## src/png_ru_pkg.sv

```systemverilog
// ----------------------------------------------------------------------------
// png_ru_pkg: shared types and constants of the PNG row unfilter
// Channel widths, configuration codes, filter codes, queue entry layout and the
// small arithmetic helper used by the front end.
// ----------------------------------------------------------------------------
package png_ru_pkg;

    localparam int PNG_MAX_WIDTH   = 4096;
    localparam int PNG_MAX_BPP     = 4;
    localparam int PNG_PAL_ENTRIES = 256;
    localparam int QUEUE_DEPTH     = 4;

    localparam int S_DATA_W   = 40;
    localparam int S_USER_W   = 1;
    localparam int M_DATA_W   = 8;
    localparam int M_USER_W   = 1;
    localparam int CFG_IDX_W  = 2;
    localparam int CFG_DATA_W = 13;

    // configuration register indexes
    localparam logic [CFG_IDX_W-1:0] CFG_BPP     = 2'd0;
    localparam logic [CFG_IDX_W-1:0] CFG_WIDTH   = 2'd1;
    localparam logic [CFG_IDX_W-1:0] CFG_INDEXED = 2'd2;

    // row filter codes
    localparam logic [7:0] FILT_SUB   = 8'd1;
    localparam logic [7:0] FILT_UP    = 8'd2;
    localparam logic [7:0] FILT_AVG   = 8'd3;
    localparam logic [7:0] FILT_PAETH = 8'd4;

    // beat of an RGB triple that closes the run
    localparam logic [1:0] BEAT_BLUE = 2'd2;

    typedef enum logic [1:0] {
        KIND_DATA,
        KIND_FILTER,
        KIND_PAL
    } item_kind_t;

    typedef struct packed {
        logic [2:0]            bpp;
        logic [CFG_DATA_W-1:0] width;
        logic                  indexed;
    } cfg_t;

    typedef struct packed {
        logic        is_pal;
        logic        indexed;
        logic        done;
        logic [7:0]  val;
        logic [23:0] rgb;
    } q_entry_t;

    // remainder by three: base-4 digit sums fold down since 4 = 1 mod 3
    function automatic logic [1:0] mod3(input logic [19:0] v);
        logic [2:0] pair [5];
        logic [4:0] s1;
        logic [2:0] s2;
        logic [2:0] s3;
        for (int i = 0; i < 5; i++) begin
            pair[i] = 3'(v[4*i +: 2]) + 3'(v[4*i+2 +: 2]);
        end
        s1 = 5'(pair[0]) + 5'(pair[1]) + 5'(pair[2]) + 5'(pair[3]) + 5'(pair[4]);
        s2 = 3'(s1[1:0]) + 3'(s1[3:2]) + 3'(s1[4]);
        s3 = 3'(s2[1:0]) + 3'(s2[2]);
        return (s3 >= 3'd3) ? 2'(s3 - 3'd3) : s3[1:0];
    endfunction

endpackage

```

## src/png_ru_queue.sv

```systemverilog
// ----------------------------------------------------------------------------
// png_ru_queue: short FIFO between reconstruction and output
// Lets the front keep taking bytes while the output side waits.
// ----------------------------------------------------------------------------
module png_ru_queue #(
    parameter int DEPTH = png_ru_pkg::QUEUE_DEPTH
) (
    input  logic                 aclk,
    input  logic                 aresetn,
    input  logic                 push_valid,
    output logic                 push_ready,
    input  png_ru_pkg::q_entry_t push_data,
    output logic                 pop_valid,
    input  logic                 pop_ready,
    output png_ru_pkg::q_entry_t pop_data
);
    import png_ru_pkg::*;

    localparam int PTRW = (DEPTH > 1) ? $clog2(DEPTH) : 1;
    localparam int CNTW = $clog2(DEPTH + 1);

    q_entry_t        slot_reg [DEPTH];
    logic [PTRW-1:0] wr_ptr_reg, wr_ptr_next;
    logic [PTRW-1:0] rd_ptr_reg, rd_ptr_next;
    logic [CNTW-1:0] count_reg, count_next;
    logic            push;
    logic            pop;

    assign push_ready = (count_reg != CNTW'(DEPTH));
    assign pop_valid  = (count_reg != '0);
    assign push       = push_valid && push_ready;
    assign pop        = pop_valid && pop_ready;
    assign pop_data   = slot_reg[rd_ptr_reg];

    always_comb begin
        wr_ptr_next = wr_ptr_reg;
        rd_ptr_next = rd_ptr_reg;
        count_next  = count_reg;
        if (push) begin
            wr_ptr_next = (wr_ptr_reg == PTRW'(DEPTH - 1)) ? '0 : wr_ptr_reg + PTRW'(1);
        end
        if (pop) begin
            rd_ptr_next = (rd_ptr_reg == PTRW'(DEPTH - 1)) ? '0 : rd_ptr_reg + PTRW'(1);
        end
        if (push && !pop) begin
            count_next = count_reg + CNTW'(1);
        end else if (pop && !push) begin
            count_next = count_reg - CNTW'(1);
        end
    end

    always_ff @(posedge aclk) begin
        if (!aresetn) begin
            wr_ptr_reg <= '0;
            rd_ptr_reg <= '0;
            count_reg  <= '0;
        end else begin
            wr_ptr_reg <= wr_ptr_next;
            rd_ptr_reg <= rd_ptr_next;
            count_reg  <= count_next;
        end
    end

    always_ff @(posedge aclk) begin
        if (push) begin
            slot_reg[wr_ptr_reg] <= push_data;
        end
    end

`ifndef SYNTHESIS
    a_no_overflow: assert property (@(posedge aclk) disable iff (!aresetn)
        count_reg <= CNTW'(DEPTH))
        else $error("queue count past depth");

    a_count_tracks: assert property (@(posedge aclk) disable iff (!aresetn)
        push && !pop |=> count_reg == $past(count_reg) + CNTW'(1))
        else $error("queue count out of step");
`endif

endmodule

```

## config.mk

```make
export PLATFORM = sky130hd
export DESIGN_NAME = png_ru_queue
export DESIGN_NICKNAME = d
export VERILOG_FILES = /design/src/png_ru_pkg.sv /design/src/png_ru_queue.sv
export SDC_FILE = /design/constraint.sdc
export NUM_CORES = 1
export LEC_CHECK = 0
export ABC_CLOCK_PERIOD_IN_PS = 6830
export BUFFER_PORTS_ARGS = -buffer_cell sky130_fd_sc_hd__buf_2
export CORE_ASPECT_RATIO = 0.5
export CORE_MARGIN = 5
export CORE_UTILIZATION = 55
export DETAILED_ROUTE_END_ITERATION = 16
export GPL_TIMING_DRIVEN = 0
export PLACE_DENSITY = 0.77
export SLEW_MARGIN = 20
export SYNTH_ARGS = -nofsm -noshare
export SYNTH_HDL_FRONTEND = slang
export SYNTH_SLANG_ARGS = --single-unit
```

## constraint.sdc

```tcl
create_clock -name aclk -period 6.83 [get_ports aclk]
set_input_delay 0.3415 -clock aclk [delete_from_list [all_inputs] [get_ports aclk]]
set_output_delay 0.3415 -clock aclk [all_outputs]
set_load 0.01 [all_outputs]
```

==> flow_summary.json <==
{
  "crit_type": "reg -> reg",
  "fmax_mhz": 402.6,
  "vias_per_cell": 5.464,
  "antenna_found_initial": 1,
  "clock_latency_ns": 0.41,
  "outcome": "finished, final reports clean",
  "startpoint_type": "flip-flop",
  "syn_inst": 234,
  "route.vias.total": 2601,
  "cp_top_family": "compound AO/OA/AOI/OAI gates",
  "grt_max_degree": 36,
  "cts_hold_buf": 0,
  "postSynthAreaPerCell_sq_um": 23.62,
  "wirelength_um": 9422,
  "cts_tree": "yes",
  "cts_setup_buffers": 0,
  "grt_pass1_vias": 2801,
  "numCtsBuffers": 17,
  "dieHeight_um": 80.89,
  "synth_area_leaders": "edfxtp_1 (76%), mux4_2 (14%), dfxtp_1 (3.3%)",
  "hold_path.class": "in -> reg",
  "yosys_register_bits": 149,
  "fin_nets": 374,
  "maxSlewViolCount": 0,
  "setup_violations": 0,
  "drt_iter0_drc": 152,
  "gr-total-overflow": 0,
  "critical_path.endpoint_type": "flip-flop",
  "critPathRequiredTime_ns": 7.16,
  "cp.depth": 7,
  "coreArea_sq_um": 9634,
  "cts-root-buf": "clkbuf_16",
  "drc": 0,
  "hold_path_depth": 1,
  "cts_resized": 0,
  "grtUsageTotal_pct": 16.94,
  "syn-cell-area_sq_um": 5528,
  "final_layout_size_suffix_gt1_share_pct": 44.87,
  "path_max_fanout": 5,
  "post-route-util_pct": 68.88,
  "cts-htree-levels": 4,
  "ys.warnings.count": 0,
  "irDropWorstVdd_uv": 216.4,
  "ant_nets": 0,
  "critPathBufInv": 1,
  "hpwl_um": 5868,
  "p_leak_nw": 2.293,
  "routedWlPerCell_um": 19.79,
  "r2r_cells": 7,
  "tns_ns": 0,
  "slew_headroom_pct": 37.56,
  "hold_violations": 0,
  "cts_sinks": 149,
  "grt_pass1_wl_um": 14810,
  "dr.pass1.iters": 4,
  "antenna_cells": 0,
  "max-clock-path-buffers": 2,
  "cp_slowest_cell": "o31ai_1",
  "ios": 76,
  "min_period_ns": 2.484,
  "crit_chain": "o31ai_1, ha_1, inv_1, fa_1, xor2_1, or3_2, a21boi_0",
  "max-cap-violations": 0,
  "gp_congestion": 0.7227,
  "synth_fp_nets": 280,
  "seq_area_frac_synth_pct": 79.31,
  "ys_types": 27,
  "largest_register_ffs": 140,
  "clk_pin_slew_ns": 0.06,
  "die_w_um": 151.8,
  "rows": 25,
  "initial_core_util_pct": 57.38,
  "area_delta_synth_final_pct": 20.05,
  "worst_pin_slew_ns": 0.9366,
  "rsz0062_at_grt": "no",
  "cp_slowest_stage_delay_ns": 0.50,
  "dieArea_sq_um": 12280,
  "io_buffer_count": 75,
  "synth_area_leader_cell": "edfxtp_1",
  "synth.top_cell.area_share_pct": 76.05,
  "clock_skew_ns": 0.01023,
  "fill_cells": 613,
  "power_density_nw_per_um2": 384.2,
  "cp.arrival_ns": 2.81,
  "finalCritPeriodShare_pct": 36.36
}
==> cell type report <==
type | count | area, sq um | share of cell area (%)
clock buffer | 17 | 425.4 | 6.410
timing repair buffer | 75 | 375.4 | 5.656
buffer | 10 | 58.81 | 0.8861
inverter | 3 | 11.26 | 0.1697
clock inverter | 15 | 138.9 | 2.093
tap | 135 | 168.9 | 2.545
sequential | 149 | 4384 | 66.06
multi-input combinational | 72 | 1074 | 16.18
==> where the power goes <==
| part | switching [W] | internal [W] |
|---|---|---|
| Clock | 0.000340 | 0.000532 |
| Sequential | 0.0000347 | 0.00111 |
| Combinational | 0.000274 | 0.000257 |
==> per-stage QoR <==
stage | instance area (sq um) | power, W | setup slack (ns) | hold WS [ns] | std cells
after detailed placement | 6072 | 0.001710 | 4.366 | 0.5087 | 444
final | 6636 | 0.002550 | 4.346 | 0.1471 | 476
after CTS | 6636 | 0.002582 | 4.326 | 0.1265 | 476
after floorplan | 5528 | 0.001517 | 4.626 | 0.4404 | 234
after global routing | 6636 | 0.002667 | 4.077 | 0.1299 | 476
after global placement | 6072 | 0.001683 | 4.485 | 0.4755 | 444
==> cell families (layout without fill, tap and decap cells) <==
kind of cell	Yosys count	in the layout	share of synthesized area (%)
adders and majority gates	7	7	1.720
buffers and inverters	13	120	1.267
AOI/OAI and AO/OA	6	6	0.6337
and+or+nand+nor	20	20	2.128
muxes	37	37	14.62
xor gates and xnor gates	2	2	0.3169
DFF	149	149	79.31
==> cell usage after synthesis <==
cell type,number
a21boi_0,1
and2_1,1
and2_4,1
and3_2,4
buf_2,2
buf_4,3
buf_6,1
clkbuf_1,4
dfxtp_1,9
edfxtp_1,140
fa_1,1
ha_1,6
inv_1,3
mux2i_1,2
mux4_2,35
nand2_1,5
nand3_1,2
nand4_1,1
nor2_1,2
nor2b_1,1
o21ai_0,3
o21ai_1,1
o31ai_1,1
or3_2,2
or3b_1,1
xnor2_1,1
xor2_1,1
==> placed cells by master (no fill, tap or decap), drive strengths merged, types with 2 or more instances in the layout <==
cell	n
and3	4
bufinv	2
inv	4
nand2	5
and2	2
nor2	2
mux4	35
clkbuf	21
mux2i	2
nand3	2
clkinvlp	2
buf	81
clkinv	10
edfxtp	140
or3	2
o21ai	4
ha	6
dfxtp	9
==> final timing paths <==
kind | start | endpoint | slack, ns
worst min-delay path | push_data[20] | slot_reg[0][20]$_DFFE_PP_ | 0.15
worst max register to register | count_reg[0]$_SDFFE_PN0P_ | count_reg[2]$_SDFFE_PN0P_ | 4.35
worst min register to register | wr_ptr_reg[1]$_SDFFE_PN0P_ | wr_ptr_reg[1]$_SDFFE_PN0P_ | 0.52
worst max-delay path | count_reg[0]$_SDFFE_PN0P_ | count_reg[2]$_SDFFE_PN0P_ | 4.35
==> worst reg2reg max path, cell delays in order, from the launching register on <==
cell,delay (ns)
dfxtp_1,0.37
o31ai_1,0.50
ha_1,0.30
inv_1,0.08
fa_1,0.38
xor2_1,0.18
or3_2,0.41
a21boi_0,0.19
==> routing by layer <==
layer | vias to the layer above | track usage, % | wire length (um)
met1 | 1350 | 20.94 | 3839
met4 | 2 | 5.108 | 97
li1 | 1167 | - | -
met5 | - | 0 | 7
met2 | 73 | 28.50 | 4932
met3 | 9 | 6.299 | 545
No activity file was read; power rests on OpenSTA's default activity.
